$ cat src/hdl/assert_macros.svh
// ----------------------------------------------------------------------------
// assertion macros
// shared clocked assertion forms, sampled on clk and held off during reset
// ----------------------------------------------------------------------------
`ifndef ASSERT_MACROS_SVH
`define ASSERT_MACROS_SVH

// property that must hold at every clock edge outside reset
`define ASSERT_ALWAYS(label, prop, msg) \
    label: assert property (@(posedge clk) disable iff (!rst_n) (prop)) else $error(msg);

// implication checked at every clock edge outside reset
`define ASSERT_IMPLIES(label, ante, cons, msg) \
    label: assert property (@(posedge clk) disable iff (!rst_n) (ante) |-> (cons)) \
        else $error(msg);

`endif

$ cat src/hdl/dsl_pkg.sv
// ----------------------------------------------------------------------------
// dsl_pkg
// types, codes and character classes for the dollar-escape string lexer
// ----------------------------------------------------------------------------
package dsl_pkg;

    // result kinds
    typedef enum logic [2:0] {
        K_TEXT    = 3'd0,
        K_NAME    = 3'd1,
        K_NAMEEND = 3'd2,
        K_FINISH  = 3'd3,
        K_BADCR   = 3'd4,
        K_BADESC  = 3'd5
    } kind_t;

    // stop causes for a finished string
    localparam logic [1:0] CAUSE_NUL  = 2'd0;
    localparam logic [1:0] CAUSE_EOL  = 2'd1;
    localparam logic [1:0] CAUSE_PATH = 2'd2;

    // characters of interest
    localparam logic [7:0] CH_NUL    = 8'h00;
    localparam logic [7:0] CH_LF     = 8'h0a;
    localparam logic [7:0] CH_CR     = 8'h0d;
    localparam logic [7:0] CH_SPACE  = 8'h20;
    localparam logic [7:0] CH_DOLLAR = 8'h24;
    localparam logic [7:0] CH_DASH   = 8'h2d;
    localparam logic [7:0] CH_DOT    = 8'h2e;
    localparam logic [7:0] CH_COLON  = 8'h3a;
    localparam logic [7:0] CH_UNDER  = 8'h5f;
    localparam logic [7:0] CH_LBRACE = 8'h7b;
    localparam logic [7:0] CH_BAR    = 8'h7c;
    localparam logic [7:0] CH_RBRACE = 8'h7d;

    // queue depth for results
    localparam int unsigned QDEPTH = 4;
    localparam int unsigned QCNT_W = $clog2(QDEPTH + 1);

    // one result transaction
    typedef struct packed {
        kind_t       kind;
        logic [7:0]  value;
        logic [1:0]  stop_cause;
        logic        last;
    } result_t;

    // results produced by one accepted byte
    typedef struct packed {
        logic [1:0] count;
        result_t    first;
        result_t    second;
    } push_t;

    function automatic logic is_name_ch(input logic [7:0] c);
        return (c >= 8'h61 && c <= 8'h7a) || (c >= 8'h41 && c <= 8'h5a) ||
               (c >= 8'h30 && c <= 8'h39) || c == CH_UNDER || c == CH_DASH;
    endfunction

    function automatic logic is_brace_name_ch(input logic [7:0] c);
        return is_name_ch(c) || c == CH_DOT;
    endfunction

    function automatic logic is_text_ch(input logic [7:0] c);
        return c != CH_NUL && c != CH_LF && c != CH_CR && c != CH_SPACE &&
               c != CH_DOLLAR && c != CH_COLON && c != CH_BAR;
    endfunction

    function automatic result_t mk_result(input kind_t k, input logic [7:0] v,
                                          input logic [1:0] cause);
        result_t r;
        r.kind       = k;
        r.value      = v;
        r.stop_cause = cause;
        r.last       = 1'b0;
        return r;
    endfunction

endpackage

$ cat src/hdl/dsl_if.sv
// ----------------------------------------------------------------------------
// dsl_if
// valid/ready channels for input bytes and result tokens
// ----------------------------------------------------------------------------
interface dsl_byte_if;
    logic       valid;
    logic       ready;
    logic [7:0] ch;

    modport source (output valid, output ch, input ready);
    modport sink   (input valid, input ch, output ready);
endinterface

interface dsl_token_if;
    import dsl_pkg::*;

    logic       valid;
    logic       ready;
    kind_t      kind;
    logic [7:0] value;
    logic [1:0] stop_cause;
    logic       last;

    modport source (output valid, output kind, output value, output stop_cause,
                    output last, input ready);
    modport sink   (input valid, input kind, input value, input stop_cause,
                    input last, output ready);
endinterface

$ cat src/hdl/dsl_lexer_fsm.sv
// ----------------------------------------------------------------------------
// dsl_lexer_fsm
// phase register and per-byte decode into up to two results
// ----------------------------------------------------------------------------
`include "assert_macros.svh"

module dsl_lexer_fsm (
    input  logic            clk,
    input  logic            rst_n,
    input  logic            fire,
    input  logic [7:0]      ch,
    input  logic            cfg_wr_en,
    input  logic            cfg_wr_data,
    output dsl_pkg::push_t  push
);
    import dsl_pkg::*;

    typedef enum logic [3:0] {
        PH_START      = 4'd0,
        PH_DOLLAR     = 4'd1,
        PH_CR         = 4'd2,
        PH_DOLLAR_CR  = 4'd3,
        PH_NAME       = 4'd4,
        PH_BRACE_OPEN = 4'd5,
        PH_BRACE_NAME = 4'd6,
        PH_SKIP_SP    = 4'd7,
        PH_DISCARD    = 4'd8
    } phase_t;

    typedef struct packed {
        logic    emit;
        result_t res;
        phase_t  ph;
    } plain_t;

    phase_t phase_reg;
    phase_t phase_next;
    logic   path_mode_reg;
    plain_t pl;
    phase_t end_ph;

    // byte in plain-text position, at most one result
    function automatic plain_t plain_byte(input logic [7:0] c, input logic pm);
        plain_t p;
        p.emit = 1'b0;
        p.res  = mk_result(K_TEXT, c, CAUSE_NUL);
        p.ph   = PH_START;
        if (c == CH_NUL) begin
            p.emit = 1'b1;
            p.res  = mk_result(K_FINISH, CH_NUL, CAUSE_NUL);
        end else if (is_text_ch(c)) begin
            p.emit = 1'b1;
        end else if (c == CH_DOLLAR) begin
            p.ph = PH_DOLLAR;
        end else if (c == CH_CR) begin
            p.ph = PH_CR;
        end else if (pm) begin
            p.emit = 1'b1;
            p.res  = mk_result(K_FINISH, CH_NUL, CAUSE_PATH);
            p.ph   = PH_DISCARD;
        end else if (c == CH_LF) begin
            p.emit = 1'b1;
            p.res  = mk_result(K_FINISH, CH_NUL, CAUSE_EOL);
            p.ph   = PH_DISCARD;
        end else begin
            p.emit = 1'b1;
        end
        return p;
    endfunction

    // decode of the current byte
    always_comb
    begin
        pl          = plain_byte(ch, path_mode_reg);
        end_ph      = (ch == CH_NUL) ? PH_START : PH_DISCARD;
        phase_next  = phase_reg;
        push.count  = 2'd0;
        push.first  = mk_result(K_TEXT, ch, CAUSE_NUL);
        push.second = pl.res;
        case (phase_reg)
            PH_DOLLAR:
            begin
                if (is_name_ch(ch)) begin
                    push.count = 2'd1;
                    push.first = mk_result(K_NAME, ch, CAUSE_NUL);
                    phase_next = PH_NAME;
                end else if (ch == CH_LF) begin
                    phase_next = PH_SKIP_SP;
                end else if (ch == CH_CR) begin
                    phase_next = PH_DOLLAR_CR;
                end else if (ch == CH_SPACE || ch == CH_DOLLAR || ch == CH_COLON) begin
                    push.count = 2'd1;
                    phase_next = PH_START;
                end else if (ch == CH_LBRACE) begin
                    phase_next = PH_BRACE_OPEN;
                end else begin
                    push.count = 2'd1;
                    push.first = mk_result(K_BADESC, CH_NUL, CAUSE_NUL);
                    phase_next = end_ph;
                end
            end
            PH_CR:
            begin
                push.count = 2'd1;
                if (ch == CH_LF) begin
                    push.first = mk_result(K_FINISH, CH_NUL, CAUSE_EOL);
                end else begin
                    push.first = mk_result(K_BADCR, CH_NUL, CAUSE_NUL);
                end
                phase_next = end_ph;
            end
            PH_DOLLAR_CR:
            begin
                if (ch == CH_LF) begin
                    phase_next = PH_SKIP_SP;
                end else begin
                    push.count = 2'd1;
                    push.first = mk_result(K_BADESC, CH_NUL, CAUSE_NUL);
                    phase_next = end_ph;
                end
            end
            PH_NAME:
            begin
                if (is_name_ch(ch)) begin
                    push.count = 2'd1;
                    push.first = mk_result(K_NAME, ch, CAUSE_NUL);
                end else begin
                    // name end mark, then the byte as plain text
                    push.count = pl.emit ? 2'd2 : 2'd1;
                    push.first = mk_result(K_NAMEEND, CH_NUL, CAUSE_NUL);
                    phase_next = (pl.ph == PH_DISCARD) ? end_ph : pl.ph;
                end
            end
            PH_BRACE_OPEN:
            begin
                push.count = 2'd1;
                if (is_brace_name_ch(ch)) begin
                    push.first = mk_result(K_NAME, ch, CAUSE_NUL);
                    phase_next = PH_BRACE_NAME;
                end else begin
                    push.first = mk_result(K_BADESC, CH_NUL, CAUSE_NUL);
                    phase_next = end_ph;
                end
            end
            PH_BRACE_NAME:
            begin
                push.count = 2'd1;
                if (is_brace_name_ch(ch)) begin
                    push.first = mk_result(K_NAME, ch, CAUSE_NUL);
                end else if (ch == CH_RBRACE) begin
                    push.first = mk_result(K_NAMEEND, CH_NUL, CAUSE_NUL);
                    phase_next = PH_START;
                end else begin
                    push.first = mk_result(K_BADESC, CH_NUL, CAUSE_NUL);
                    phase_next = end_ph;
                end
            end
            PH_SKIP_SP:
            begin
                if (ch != CH_SPACE) begin
                    push.count = {1'b0, pl.emit};
                    push.first = pl.res;
                    phase_next = (pl.ph == PH_DISCARD) ? end_ph : pl.ph;
                end
            end
            PH_DISCARD:
            begin
                if (ch == CH_NUL) begin
                    phase_next = PH_START;
                end
            end
            default:
            begin
                push.count = {1'b0, pl.emit};
                push.first = pl.res;
                phase_next = (pl.ph == PH_DISCARD) ? end_ph : pl.ph;
            end
        endcase
        // mark the final result of this byte
        push.first.last  = (push.count == 2'd1);
        push.second.last = 1'b1;
        if (!fire) begin
            push.count = 2'd0;
        end
    end

    // phase and mode registers
    always_ff @(posedge clk or negedge rst_n)
    begin
        if (!rst_n) begin
            phase_reg     <= PH_START;
            path_mode_reg <= 1'b0;
        end else begin
            if (fire) begin
                phase_reg <= phase_next;
            end
            if (cfg_wr_en) begin
                path_mode_reg <= cfg_wr_data;
            end
        end
    end

    // two results only come from a name ended by a plain byte
    `ASSERT_IMPLIES(a_pair_after_name, push.count == 2'd2, phase_reg == PH_NAME, "stray pair")
    // discarded bytes give nothing
    `ASSERT_IMPLIES(a_discard_silent, phase_reg == PH_DISCARD, push.count == 2'd0, "discarded")

endmodule

$ cat src/hdl/dsl_result_fifo.sv
// ----------------------------------------------------------------------------
// dsl_result_fifo
// small shifting queue of result transactions, takes up to two per cycle
// ----------------------------------------------------------------------------
`include "assert_macros.svh"

module dsl_result_fifo (
    input  logic              clk,
    input  logic              rst_n,
    input  dsl_pkg::push_t    push,
    output logic              room,
    output logic              head_valid,
    input  logic              head_ready,
    output dsl_pkg::result_t  head
);
    import dsl_pkg::*;

    localparam logic [QCNT_W-1:0] ROOM_LIMIT = QCNT_W'(QDEPTH - 2);

    result_t             q_reg  [QDEPTH];
    result_t             q_next [QDEPTH];
    logic [QCNT_W-1:0]   count_reg;
    logic [QCNT_W-1:0]   count_next;
    logic [QCNT_W-1:0]   base;
    logic                pop;

    assign pop        = head_valid && head_ready;
    assign head_valid = (count_reg != '0);
    assign head       = q_reg[0];
    assign room       = (count_reg <= ROOM_LIMIT);

    // shift out on pop, append pushed results behind the survivors
    always_comb
    begin
        base = count_reg - QCNT_W'(pop);
        for (int i = 0; i < QDEPTH; i++) begin
            if (pop && i < QDEPTH - 1) begin
                q_next[i] = q_reg[i + 1];
            end else begin
                q_next[i] = q_reg[i];
            end
            if (push.count != 2'd0 && QCNT_W'(i) == base) begin
                q_next[i] = push.first;
            end
            if (push.count == 2'd2 && QCNT_W'(i) == base + QCNT_W'(1)) begin
                q_next[i] = push.second;
            end
        end
        count_next = base + QCNT_W'(push.count);
    end

    // payload storage
    always_ff @(posedge clk)
    begin
        q_reg <= q_next;
    end

    // occupancy
    always_ff @(posedge clk or negedge rst_n)
    begin
        if (!rst_n) begin
            count_reg <= '0;
        end else begin
            count_reg <= count_next;
        end
    end

    `ASSERT_ALWAYS(a_count_bound, count_reg <= QCNT_W'(QDEPTH), "queue overflow")
    `ASSERT_IMPLIES(a_push_with_room, push.count != 2'd0, room, "push without room")

endmodule

$ cat src/hdl/dollar_escape_string_lexer_top.sv
// ----------------------------------------------------------------------------
// dollar_escape_string_lexer_top
// tokenizes a byte stream into text, variable names, end marks and error marks
// ----------------------------------------------------------------------------
// results: each result is written into a registered queue and offered from its head
// throughput: one byte per cycle while the queue has room; a byte giving two
//   results queues both, and input is held off while the queue holds over two results
// reset: asynchronous, active low; returns to plain text at string start with
//   path mode off and the result queue empty
module dollar_escape_string_lexer_top (
    input  logic         clk,
    input  logic         rst_n,
    dsl_byte_if.sink     str,
    dsl_token_if.source  tok,
    input  logic         cfg_wr_en,
    input  logic         cfg_wr_data
);
    import dsl_pkg::*;

    push_t   push;
    result_t head;
    logic    room;
    logic    fire;

    // byte transaction accepted while the queue has room for two results
    assign str.ready = room;
    assign fire      = str.valid && room;

    dsl_lexer_fsm u_fsm (
        .clk         (clk),
        .rst_n       (rst_n),
        .fire        (fire),
        .ch          (str.ch),
        .cfg_wr_en   (cfg_wr_en),
        .cfg_wr_data (cfg_wr_data),
        .push        (push)
    );

    dsl_result_fifo u_fifo (
        .clk        (clk),
        .rst_n      (rst_n),
        .push       (push),
        .room       (room),
        .head_valid (tok.valid),
        .head_ready (tok.ready),
        .head       (head)
    );

    // result transaction fields
    assign tok.kind       = head.kind;
    assign tok.value      = head.value;
    assign tok.stop_cause = head.stop_cause;
    assign tok.last       = head.last;

endmodule
$ cat src/flat_wrapper.sv
// flat-port wrapper written by rule: the top's interface ports become plain ports
module dollar_escape_string_lexer_top_flat import dsl_pkg::*;
  (clk, rst_n, cfg_wr_en, cfg_wr_data, str_valid, str_ch, str_ready, tok_valid, tok_kind, tok_value, tok_stop_cause, tok_last, tok_ready);
  dsl_byte_if str_i ();
  dsl_token_if tok_i ();
  input  logic clk;
  input  logic rst_n;
  input  logic cfg_wr_en;
  input  logic cfg_wr_data;
  input wire logic [$bits(str_i.valid)-1:0] str_valid;
  input wire logic [$bits(str_i.ch)-1:0] str_ch;
  output wire logic [$bits(str_i.ready)-1:0] str_ready;
  output wire logic [$bits(tok_i.valid)-1:0] tok_valid;
  output wire logic [$bits(tok_i.kind)-1:0] tok_kind;
  output wire logic [$bits(tok_i.value)-1:0] tok_value;
  output wire logic [$bits(tok_i.stop_cause)-1:0] tok_stop_cause;
  output wire logic [$bits(tok_i.last)-1:0] tok_last;
  input wire logic [$bits(tok_i.ready)-1:0] tok_ready;
  assign str_i.valid = str_valid;
  assign str_i.ch = str_ch;
  assign str_ready = str_i.ready;
  assign tok_valid = tok_i.valid;
  assign tok_kind = tok_i.kind;
  assign tok_value = tok_i.value;
  assign tok_stop_cause = tok_i.stop_cause;
  assign tok_last = tok_i.last;
  assign tok_i.ready = tok_ready;
  dollar_escape_string_lexer_top u_core (.clk(clk), .rst_n(rst_n), .str(str_i), .tok(tok_i), .cfg_wr_en(cfg_wr_en), .cfg_wr_data(cfg_wr_data));
endmodule
$ cat config.mk
export PLATFORM = sky130hd
export DESIGN_NAME = dollar_escape_string_lexer_top_flat
export DESIGN_NICKNAME = d
export VERILOG_FILES = /design/src/hdl/dsl_pkg.sv /design/src/hdl/dsl_if.sv /design/src/hdl/dsl_lexer_fsm.sv /design/src/hdl/dsl_result_fifo.sv /design/src/hdl/dollar_escape_string_lexer_top.sv /design/src/flat_wrapper.sv
export VERILOG_INCLUDE_DIRS = /design/src /design/src/hdl
export SDC_FILE = /design/constraint.sdc
export NUM_CORES = 1
export LEC_CHECK = 0
export BUFFER_PORTS_ARGS = -buffer_cell sky130_fd_sc_hd__clkbuf_2
export CORE_UTILIZATION = 47
export CTS_BUF_LIST = sky130_fd_sc_hd__clkbuf_4 sky130_fd_sc_hd__clkbuf_8 sky130_fd_sc_hd__clkbuf_16
export DETAILED_ROUTE_END_ITERATION = 6
export PLACE_DENSITY_LB_ADDON = 0.08
export SLEW_MARGIN = 20
export SYNTH_ARGS = -nofsm -noshare
export SYNTH_HDL_FRONTEND = slang
export SYNTH_HIERARCHICAL = 1
export SYNTH_SLANG_ARGS = --single-unit
$ cat constraint.sdc
create_clock -name clk -period 7.65 [get_ports clk]
set_input_delay 1.53 -clock clk [delete_from_list [all_inputs] [get_ports clk]]
set_output_delay 1.53 -clock clk [all_outputs]
set_load 0.03 [all_outputs]
# After elaboration in Yosys (flattened, before gate mapping)
# Cells that the tools add are included.
dict set report word_totals {
  register_bits 64
  word_cells 158
  memories 0
  mem_bits_rw 0
  input_bits 14
  mem_bits_ro 0
  latchBits 0
}
dict set report classes {
  reduce_logical 40
  mux 52
  mul 0
  eq_ne 37
  order_cmp 7
  n_bitwise 0
  n_addsub 3
  shift 0
  n_div 0
}
# op count
set ops {}
lappend ops {{two-way mux 14 bit} 16}
lappend ops {{one-hot mux 16 bit (8 select lines)} 1}
lappend ops {{two-way mux 15 bit} 6}
lappend ops {{two-way mux 4 bit} 17}
lappend ops {{two-way mux 16 bit} 4}
lappend ops {{== test 8 x 6 -> 1 bit, second input constant} 5}
lappend ops {{two-way mux 17 bit} 2}
lappend ops {{one-hot mux 4 bit (8 select lines)} 1}
lappend ops {{== test 8 x 7 -> 1 bit, second input constant} 3}
lappend ops {{inequality test 8 x 6 -> 1 bit, second input constant} 3}
lappend ops {{logical AND 1 bit} 19}
lappend ops {{two-way mux 18 bit} 1}
lappend ops {{== test 4 x 3 -> 1 bit, second input constant} 4}
lappend ops {{== test 8 x 4 -> 1 bit, second input constant} 2}
lappend ops {{>= comparator 8 x 7 -> 1 bit, second input constant} 2}
lappend ops {{<= comparator 8 x 7 -> 1 bit, second input constant} 2}
lappend ops {{inequality test 8 x 4 -> 1 bit, second input constant} 2}
lappend ops {{== test 2 x 3 -> 1 bit, first input constant} 4}
lappend ops {{nonzero test 3 bit} 4}
lappend ops {{nonzero test 2 bit} 5}
lappend ops {{== test 4 x 2 -> 1 bit, second input constant} 2}
lappend ops {{== test 4 bit, second input constant} 2}
lappend ops {{>= comparator 8 x 6 -> 1 bit, second input constant} 1}
lappend ops {{<= comparator 8 x 6 -> 1 bit, second input constant} 1}
lappend ops {{17 further kinds} 30}

# Depth between registers and ports, before layout
# Gate-level depths: netlist of the first run.
dict set report depth {
  word_depth 17
  depth_mapped 17
}

# By module
# Netlist of the first run, hierarchy kept.
# mod seq_area_each_um2 cells_per_inst instances area_each_um2
set by_module_without_submodules {}
lappend by_module_without_submodules {dsl_result_fifo 1756.7 342 1 3527.1}
lappend by_module_without_submodules {dsl_lexer_fsm 125.1 237 1 1521.5}
lappend by_module_without_submodules {dollar_escape_string_lexer_top 0.0 1 1 6.3}

# Worst setup path after synthesis of the first run
# Ideal clock, no wire load.
dict set report synth_path {
  path_kind {input to register}
  startpoint {in str_ch[0]}
  endpoint {reg u_core/u_fifo/q_reg[28] (netlist bit), enable pin}
  t_required_ns 7.214
  arrival_time_ns 5.519
  n_path_buf 4
  setup_slack_ns 1.695
  path_stages 11
  setup_ns 0.436
  path_cell_list {buf_2 > or4_1 > nor2_1 > or4_1 > buf_2 > nand2_1 > nor4_1 > nor2_1 > buf_2 > clkbuf_1 > o311ai_0}
}
# element line
set synth_rtl {}
lappend synth_rtl {{start: declaration} flat_wrapper.sv:11} ;# input wire logic [$bits(str_i.ch)-1:0] str_ch;
lappend synth_rtl {{end signal: assignment} dsl_result_fifo.sv:55} ;# q_reg <= q_next;
lappend synth_rtl {{end: declaration} dsl_result_fifo.sv:20} ;# result_t q_reg [QDEPTH];

==> flow_summary_export.csv, run 1 <==
group,metric,value,unit
detailed_routing,ant_nets,0,
pwr,power.share.sequential,0.341,
clock_network,cts_buffers,9,
floorplan,die_x,105.7,µm
synthesis,avgSynthCellArea,8.715,µm²
placed_design,post-dp-hpwl,11.02,mm
clock_network,clock_path_buffers,2,
global_route,use_met2,0.4034,
timing,setup_viol,0,
cells_and_area,final_nets,573,
detailed_routing,vias,4704,
critical_path,critPathKind,"primary input to flop",
synthesis,async_reset_ff_frac,0.1250,
critical_path,critPathSlowestCell,"nor4_1",
run_status,status,"complete, no violations",
critical_path,cpLargestDelayFamily,"simple AND/OR/NAND/NOR gates",
timing,hold_violations,0,
placed_design,place_ws,1.848,ns
global_route,grt_pass1_wl,23.28,mm
pwr,power_frac_clock,0.162,
pwr,internal_power,810.0,µW
clock_network,cts_tree,"done",
pwr,ir_worst_vdd,0.3142,mV
synthesis,synth_top_area_cell,"edfxtp_1",
synthesis,synth-edff-count,56,
synthesis,synth-seq-cells,64,
timing,max_freq,182.7,MHz
critical_path,crit_fanout,47,
pwr,pwr-share-comb,0.497,
synthesis,yosysTopAreaCellShare,0.3327,
detailed_routing,first_iter_violations,472,
global_route,grt_pass1_vias,4088,
cells_and_area,final_util,0.5112,
global_route,grt-ovfl-total,0,
detailed_routing,vias_per_cell,6.768,
clock_network,cts_root_buf,"clkbuf_8",
pwr,p_sw,759.2,µW
floorplan,die_area,11170,µm²
timing,timing.final.ws_setup,2.176,ns
floorplan,fp.dieH,105.7,µm
clock_network,ctsResizeCount,0,
clock_network,cts_num_sinks,64,
synthesis,synth_cell_type_count,68,
worst_hold_path,hp-class,"flop to flop",
pwr,power_per_cell_area,296.0,nW/µm²
detailed_routing,firstDrtPassIters,5,
cells_and_area,largest_reg_flops,42,
pwr,switching_share,0.4838,
critical_path,startpoint_type,"primary input",
synthesis,synth_common_cells,"edfxtp_1 (56), nor3_1 (50), a31oi_1 (49)",
global_route,antenna_found_initial,0,
placed_design,port-buffer-count,29,
synthesis,synth_area,5055,µm²
global_route,globalRoute.busiestLayer,"met1",
timing,period_needed,5.474,ns
timing,finalCritPeriodShare,0.7156,
critical_path,required,7.75,ns
cells_and_area,drive_above_1_share,0.1556,
floorplan,rows,37,
clock_network,clkLatencyLatePin,0.35,ns
synthesis,synthCells,580,
synthesis,syn-num-nets,599,
synthesis,synth_ff_type,"edfxtp_1",
synthesis,yosysMostFrequentCell,"edfxtp_1",
synthesis,synthTopCellsByArea,"edfxtp_1 (33%), a31oi_1 (6.1%), nor3_1 (5.0%)",
critical_path,critPathArrivalTime,5.58,ns
clock_network,cts_hold_buf,0,
timing,skew,0.01069,ns
detailed_routing,drc_errors,0,
global_route,grt.met3_usage,0.06617,
detailed_routing,routed_wirelength,15.50,mm
timing,tns,0,ns
global_route,grt_usage,0.2786,
critical_path,critical-path-max-stage-delay,0.87,ns
critical_path,critical_path_buf_inv_count,3,
cells_and_area,area_growth,4.876,%
placed_design,gp_congestion,0.9545,
clock_network,htree_levels,3,
critical_path,crit_top_cell,"a31oi_1",
floorplan,pin_count,30,
timing,tightestPinTransition,0.9640,ns
global_route,met1_usage,0.4070,
floorplan,start_util,0.4875,
critical_path,end_kind,"flop",
cells_and_area,diodes,0,
clock_network,cts_setup_buffers,0,
critical_path,path_cells,"clkbuf_2 > nor4_1 > a31oi_1 > nor3_2 > o21ai_0 > a31oi_1 > nand3b_1 > buf_4 > or2_1 > o211ai_1 > clkbuf_4",
timing,max_slew_margin,0.3514,
synthesis,ys_warn_count,6,
timing,rsz0062_at_grt,"false",
synthesis,synth_seq_area_share,0.3723,
run,max_cap_violations,0,
pwr,p_leak,1.778,nW
detailed_routing,route.detailed.wl_per_inst,22.30,µm
timing,maxSlewViolCount,0,
floorplan,core,10370,µm²
clock_network,clk_pin_slew,0.07,ns
global_route,grt_max_degree,75,
[power by group through the flow]
stage	clock [mW]	sequential [mW]	combinational (mW)
floorplan	0	0.524	0.603
global placement	0	0.544	0.734
detailed placement	0	0.543	0.736
CTS	0.262	0.536	0.739
global route	0.270	0.542	0.838
finish	0.254	0.536	0.779
[metrics by stage]
stage	hold WS, ns	area (µm²)	cells	total power [mW]
floorplan	0.5775	5055	580	1.127
global placement	0.6742	5075	677	1.278
detailed placement	0.6668	5075	677	1.280
CTS	0.6851	5246	693	1.537
global route	0.7264	5301	695	1.650
finish	0.6826	5301	695	1.569
[layout make-up]
class / instances / area, µm²
clock buffers: 9 / 123.9
clock inverters: 7 / 47.55
fillers: 981 / 5069
inverters: 27 / 101.3
multi-input cells: 412 / 2729
flip-flops and latches: 64 / 1882
well taps: 136 / 170.2
repair buffers: 40 / 247.7
[worst reg2reg max path, delay by kind of cell, from the launching register on]
family / cells / cell delay [ns]
adders and majority gates: 3 / 0.83
xor gates and xnor gates: 1 / 0.17
buffers and inverters: 5 / 1.62
and+or+nand+nor: 4 / 1.26
AOI/OAI and AO/OA: 1 / 0.36
DFF: 1 / 0.44
[cells by family after synthesis]
kind of cell / after synthesis / share of synthesized area
AOI/OAI and AO/OA: 166 / 0.2153
adders and majority gates: 5 / 0.01386
other: 2 / 0.001486
xor gates and xnor gates: 4 / 0.006932
buffers and inverters: 104 / 0.1000
and+or+nand+nor: 216 / 0.2483
muxes: 19 / 0.04183
DFF: 64 / 0.3723
[cell usage in the layout, fill, tap and decap left out, types with 5 or more instances in the layout]
cell and instances:
a21oi_1 20, a31oi_1 49, and2_1 7, buf_4 9
clkbuf_2 29, clkbuf_8 9, dfrtp_1 8, edfxtp_1 56
inv_1 26, mux2_2 17, nand2_1 26, nand2b_1 11
nand3_1 21, nand4_1 5, nor2_1 21, nor3_1 50
nor4_1 6, o211ai_1 8, o21ai_0 29, o31ai_1 30
or4_1 32
[final timing paths]
kind / start / end / slack [ns] / depth (start not counted)
min reg2reg: u_core/u_fifo/q_reg[40] / u_core/u_fifo/head[12] / 0.68 / 2
max reg2reg: u_core/u_fifo/count_reg[2] / u_core/u_fifo/head[12] / 2.73 / 14
min in group asynchronous: rst_n / u_core/u_fsm/phase_reg[2] / 1.02 / 1
max: str_ch[6] / u_core/u_fifo/head[12] / 2.18 / 11
max in group asynchronous: rst_n / u_core/u_fifo/count_reg[2] / 6.46 / 1
min: u_core/u_fifo/q_reg[40] / u_core/u_fifo/head[12] / 0.68 / 2
[metal layers]
layer	wire [µm]	share of wire
met2	6730	0.43
met5	0	0
met3	1633	0.11
met1	6862	0.44
met4	271	0.017
No activity file was read; power rests on OpenSTA's default activity.
==> run 2, diff against run 1 <==
==> constraint.sdc (replaced) <==
create_clock -name clk -period 5.3 [get_ports clk]
set_input_delay 1.06 -clock clk [delete_from_list [all_inputs] [get_ports clk]]
set_output_delay 1.06 -clock clk [all_outputs]
set_load 0.03 [all_outputs]
==> run 2 against run 1 <==
Compared with the run above: clock skew barely moved; flip-flop and latch count did not move; critical endpoint is now u_core/u_fifo/head[9]; via count rose by 0.55%; sequential power rose by 43%; largest power group unchanged; cell count rose by 1.9%; clock power rose by 69%; cell area rose by 2.1%; combinational power rose by 46%; sequential share of layout area fell by 0.71 points; die area did not move.
==> flow_summary_export.csv, run 2 (synthesized netlist as in run 1, its figures left out) <==
group,metric,value,unit
run_status,status,"complete, no violations",
floorplan,core,10370,µm²
placed_design,port-buffer-count,29,
floorplan,die_x,105.7,µm
timing,whs,0.5420,ns
timing,rsz0062_at_grt,"false",
placed_design,post-dp-hpwl,10.98,mm
critical_path,end_kind,"flop",
cells_and_area,fillers,966,
timing,skew,0.01088,ns
floorplan,fp.dieH,105.7,µm
timing,tns,0,ns
clock_network,cts_tree,"done",
cells_and_area,diodes,0,
placed_design,placed_area,5200,µm²
floorplan,pin_count,30,
pwr,switching_share,0.4781,
run,max_cap_violations,0,
global_route,antenna_found_initial,0,
pwr,p_leak,1.840,nW
detailed_routing,vias_per_cell,6.681,
pwr,power.share.sequential,0.329,
detailed_routing,ant_nets,0,
detailed_routing,met1_length,7.118,mm
critical_path,critPathKind,"primary input to flop",
cells_and_area,drive_above_1_share,0.1748,
pwr,pwr-share-comb,0.487,
detailed_routing,route.detailed.wl_per_inst,21.62,µm
global_route,grt_pass1_vias,4036,
pwr,power_frac_clock,0.184,
clock_network,cts_buffers,9,
worst_hold_path,hp-class,"primary input to asynchronous set/reset pin",
detailed_routing,firstDrtPassIters,6,
clock_network,htree_levels,3,
critical_path,rr_worst_depth,13,
clock_network,ctsResizeCount,0,
clock_network,clk_pin_slew,0.07,ns
critical_path,required,5.40,ns
placed_design,gp_congestion,0.9590,
pwr,internal_power,1.221,mW
critical_path,cpLargestDelayFamily,"simple AND/OR/NAND/NOR gates",
cells_and_area,area_growth,7.030,%
detailed_routing,wl_met2,5.985,mm
critical_path,reg2reg_setup_slack,1.09,ns
clock_network,cts_root_buf,"clkbuf_8",
pwr,p_sw,1.118,mW
critical_path,startpoint_type,"primary input",
global_route,grt_usage,0.2822,
cells_and_area,design_area,5410,µm²
detailed_routing,wl_met3,1.881,mm
clock_network,cts_setup_buffers,0,
floorplan,start_util,0.4875,
critical_path,regToRegStartpoint,"u_core/u_fifo/count_reg[2]",
cells_and_area,layout.area.seq,1882,µm²
detailed_routing,first_iter_violations,560,
floorplan,die_area,11170,µm²
pwr,power_per_cell_area,432.3,nW/µm²
detailed_routing,drc_errors,0,
global_route,grt-ovfl-total,0,
pwr,ir_worst_vdd,0.3629,mV
critical_path,crit_path_end,"u_core/u_fifo/head[9]",
cells_and_area,multi_input_area,2719,µm²
cells_and_area,final_common_cell,"edfxtp_1",
timing,max_freq,221.0,MHz
timing,maxSlewViolCount,0,
critical_path,critical-path-max-stage-delay,0.64,ns
critical_path,crit_start,"str_ch[3]",
critical_path,critical_path_buf_inv_count,3,
cells_and_area,final-instance-count-excl-fill,708,
critical_path,critPathArrivalTime,4.62,ns
detailed_routing,routed.top_layer,"met4",
clock_network,cts_num_sinks,64,
cells_and_area,final_nets,586,
placed_design,dpl.cell_count,692,
cells_and_area,final_cell_mix,"edfxtp_1 (56), nor3_1 (50), a31oi_1 (49)",
cells_and_area,largest_reg_flops,42,
detailed_routing,routed_wirelength,15.31,mm
detailed_routing,vias,4730,
pwr,p_total,2.339,mW
timing,max_slew_margin,0.4183,
clock_network,clock_path_buffers,2,
floorplan,rows,37,
timing,tightestPinTransition,0.8711,ns
critical_path,path_depth,12,
timing,finalCritPeriodShare,0.8539,
critical_path,timing.rr.end,"u_core/u_fifo/head[9]",
critical_path,crit_fanout,23,
clock_network,cts_hold_buf,0,
global_route,grt_pass1_wl,23.89,mm
timing,setup_viol,0,
timing,period_needed,4.525,ns
timing,hold_violations,0,
critical_path,path_cells,"clkbuf_2 > or4_1 > nor2_1 > or4_1 > nand2_1 > o21ai_0 > a31oi_1 > nand3b_1 > buf_4 > or2_1 > o211ai_1 > buf_4",
critical_path,critPathSlowestCell,"or4_1",
clock_network,clkLatencyLatePin,0.35,ns
global_route,grt_max_degree,74,
run 2: power by group through the flow:
stage	sequential, mW	combinational, mW	clock, mW
2_1_floorplan	0.754	0.873	0
3_3_place_gp	0.777	1.10	0
3_5_place_dp	0.781	1.10	0
4_1_cts	0.770	1.11	0.441
5_1_grt	0.781	1.24	0.460
6_report	0.769	1.14	0.430
run 2: layout make-up:
class	count	area share
repair buffers	53	0.06244
clock buffers	9	0.02290
inverters	27	0.01873
flip-flops and latches	64	0.3478
multi-input cells	412	0.5025
well taps	136	0.03145
clock inverters	7	0.01411
run 2: worst min path at each step:
stage                            startpoint                        end  cells after the start
CTS                                   rst_n  u_core/u_fsm/phase_reg[0]                      1
detailed placement  u_core/u_fifo/q_reg[12]    u_core/u_fifo/q_reg[26]                      2
global placement    u_core/u_fifo/q_reg[12]    u_core/u_fifo/q_reg[26]                      2
floorplan           u_core/u_fifo/q_reg[26]    u_core/u_fifo/q_reg[40]                      2
finish                                rst_n  u_core/u_fsm/phase_reg[0]                      1
global route                          rst_n  u_core/u_fsm/phase_reg[0]                      1
run 2: routing by layer:
layer,vias up,GRT usage
met5,-,0
met4,0,0.07540
met3,26,0.09338
met2,262,0.3562
met1,2235,0.4451
li1,2207,-
run 2: metrics by stage:
stage / setup slack [ns] / util
floorplan: 0.4127 / -
global placement: 0.5747 / 0.5014
detailed placement: 0.4620 / 0.5014
CTS: 0.8112 / 0.5208
global route: 0.4576 / 0.5217
finish: 0.7746 / 0.5217
==> run 3, diff against run 2 <==
--- a/config.mk
+++ b/config.mk
@@ -6,6 +6,7 @@
 export SDC_FILE = /design/constraint.sdc
 export NUM_CORES = 1
 export LEC_CHECK = 0
+export ABC_AREA = 1
 export BUFFER_PORTS_ARGS = -buffer_cell sky130_fd_sc_hd__clkbuf_2
 export CORE_UTILIZATION = 47
 export CTS_BUF_LIST = sky130_fd_sc_hd__clkbuf_4 sky130_fd_sc_hd__clkbuf_8 sky130_fd_sc_hd__clkbuf_16
==> run 3 against run 2 <==
Compared with the run above: utilization decreased by 0.58 points; critical endpoint unchanged; register-to-register slack better by 0.53 ns; flip-flop and latch count unchanged; sequential share of layout area increased by 1.9 points; largest cell class unchanged; clock power shrank 5.3%; setup slack better by 0.40 ns; first-iteration DRC count fell by 49%; largest power group unchanged; cell count up 18%; routed wire length is 14% lower; global-route usage is 2.8 points lower; critical path type unchanged.
==> flow_summary_export.csv, run 3 <==
group,metric,value,unit
clock_network,ctsResizeCount,0,
pwr,power_per_cell_area,397.9,nW/µm²
synthesis,synth_cell_type_count,39,
cells_and_area,final_cell_mix,"nand2_1 (218), nand3_1 (111), inv_1 (92)",
cells_and_area,area_growth,4.853,%
critical_path,crit_fanout,15,
cells_and_area,final_common_cell,"nand2_1",
critical_path,critPathKind,"primary input to flop",
placed_design,post-dp-hpwl,10.01,mm
synthesis,avgSynthCellArea,7.048,µm²
floorplan,die_x,104.1,µm
detailed_routing,vias,4441,
critical_path,regToRegStartpoint,"u_core/u_fsm/phase_reg[1]",
synthesis,async_reset_ff_frac,0.1250,
synthesis,synthCells,695,
timing,hold_violations,0,
clock_network,clock_path_buffers,2,
cells_and_area,design_area,5136,µm²
timing,maxSlewViolCount,0,
timing,max_slew_margin,0.4573,
global_route,grt-ovfl-total,0,
clock_network,htree_levels,3,
critical_path,required,5.29,ns
synthesis,synth_seq_area_share,0.3842,
run,max_cap_violations,0,
cells_and_area,fillers,1011,
timing,tightestPinTransition,0.8117,ns
synthesis,synth_top_area_cell,"edfxtp_1",
detailed_routing,routed_wirelength,13.18,mm
global_route,antenna_found_initial,0,
timing,skew,0.007458,ns
clock_network,cts_num_sinks,64,
run_status,status,"complete, no violations",
clock_network,cts_tree,"done",
timing,setup_viol,0,
clock_network,cts_root_buf,"clkbuf_8",
cells_and_area,drive_above_1_share,0.1489,
worst_hold_path,hp-class,"primary input to asynchronous set/reset pin",
global_route,grt_usage,0.2546,
critical_path,critPathSlowestCell,"nor4_1",
global_route,grt_pass1_wl,21.54,mm
critical_path,startpoint_type,"primary input",
synthesis,yosysMostFrequentCell,"nand2_1",
placed_design,gp_congestion,0.9689,
clock_network,cts_hold_buf,0,
synthesis,synth-seq-cells,64,
timing,max_freq,242.7,MHz
synthesis,synth_area,4898,µm²
floorplan,start_util,0.4921,
clock_network,cts_setup_buffers,0,
timing,finalCritPeriodShare,0.7775,
timing,tns,0,ns
pwr,p_leak,2.631,nW
global_route,grt_max_degree,47,
clock_network,clkLatencyLatePin,0.35,ns
global_route,grt_pass1_vias,4209,
placed_design,placed_area,4950,µm²
critical_path,path_cells,"clkbuf_2 > nand2_1 > nand2_1 > nand2_1 > nand2_1 > nand2_1 > nand2_1 > nand2_2 > inv_2 > nand2_1 > nor4_1 > nor2_1 > nor2_4 > nand2_2 > nand3_1",
floorplan,rows,36,
detailed_routing,firstDrtPassIters,5,
floorplan,die_area,10830,µm²
cells_and_area,diodes,0,
clock_network,cts_buffers,9,
floorplan,fp.dieH,104.1,µm
detailed_routing,first_iter_violations,284,
detailed_routing,route.detailed.wl_per_inst,15.73,µm
critical_path,critical-path-max-stage-delay,0.54,ns
synthesis,synth_common_cells,"nand2_1 (218), nand3_1 (111), inv_1 (92)",
floorplan,core,9955,µm²
detailed_routing,vias_per_cell,5.300,
critical_path,critical_path_buf_inv_count,2,
floorplan,pin_count,30,
critical_path,crit_start,"str_ch[0]",
critical_path,end_kind,"flop",
synthesis,yosysTopAreaCellShare,0.3433,
cells_and_area,largest_reg_flops,42,
critical_path,crit_top_cell,"nand2_1",
cells_and_area,final_nets,719,
critical_path,cpLargestDelayFamily,"simple AND/OR/NAND/NOR gates",
clock_network,clk_pin_slew,0.07,ns
synthesis,synthTopCellsByArea,"edfxtp_1 (34%), nand2_1 (17%), nand3_1 (11%)",
synthesis,syn-num-nets,714,
synthesis,synth-edff-count,56,
timing,period_needed,4.121,ns
timing,rsz0062_at_grt,"false",
detailed_routing,ant_nets,0,
placed_design,port-buffer-count,29,
critical_path,critPathArrivalTime,4.11,ns
pwr,ir_worst_vdd,0.2523,mV
detailed_routing,drc_errors,0,
synthesis,ys_warn_count,6,
synthesis,synth_ff_type,"edfxtp_1",
-- run 3: cell types whose count changed after synthesis, moves of 32 or more --
cell / previous run / this run
inv_1: 26 / 92
a31oi_1: 49 / 1
nand2_1: 26 / 218
nand3_1: 21 / 111
nor3_1: 50 / 9
or4_1: 32 / 0
-- run 3: logic make-up after synthesis --
logic type | Yosys count | synth area share
and+or+nand+nor | 425 | 0.3969
other | 2 | 0.001533
xor gates and xnor gates | 1 | 0.001788
DFF | 64 | 0.3842
AOI/OAI and AO/OA | 46 | 0.05390
buffers and inverters | 152 | 0.1474
adders and majority gates | 5 | 0.01430
-- run 3: layer usage --
layer,global-route usage,wire [µm],vias to the layer above
met5,0,0,-
met4,0.08265,209,0
met3,0.04699,836,21
met2,0.4338,6465,186
met1,0.3252,5670,2016
li1,-,-,2218
-- run 3: final cells by class --
cell class | instances | area (µm²) | area share
Clock inverter | 7 | 62.56 | 0.01218
Timing Repair Buffer | 35 | 190.2 | 0.03703
Tap cell | 133 | 166.4 | 0.03240
Inverter | 111 | 416.7 | 0.08112
Multi-Input combinational cell | 479 | 2295 | 0.4468
Clock buffer | 9 | 123.9 | 0.02412
Sequential cell | 64 | 1882 | 0.3664
-- run 3: path summary, 6_finish.rpt --
| check | endpoint | slack [ns] | cells past startpoint |
|---|---|---|---|
| hold reg to reg | u_core/u_fsm/phase_reg[2] | 0.55 | 2 |
| max in group asynchronous | u_core/u_fsm/path_mode_reg | 4.57 | 1 |
| hold / removal | u_core/u_fifo/count_reg[2] | 0.54 | 1 |
| min in group clk | u_core/u_fsm/phase_reg[2] | 0.55 | 2 |
| setup / recovery | u_core/u_fifo/head[9] | 1.18 | 15 |
| setup reg to reg | u_core/u_fifo/q_reg[37] | 1.62 | 15 |
-- run 3: where the power goes --
group	switching, mW	total, mW	internal, mW	leakage (nW)
logic	0.657	0.890	0.233	1.90
clock network	0.195	0.407	0.212	0.0917
registers	0.0391	0.747	0.708	0.638
-- run 3: stage by stage --
step / hold WS, ns / util / setup slack (ns) / std cells / power, mW
after floorplan: 0.4919 / - / 1.513 / 695 / 1.465
after detailed placement: 0.5345 / 0.4972 / 0.7887 / 822 / 1.644
final: 0.5431 / 0.5160 / 1.179 / 838 / 2.044
after global placement: 0.5361 / 0.4972 / 0.8435 / 822 / 1.634
after CTS: 0.5329 / 0.5160 / 1.167 / 838 / 2.053
after global routing: 0.5342 / 0.5160 / 0.8045 / 838 / 2.192
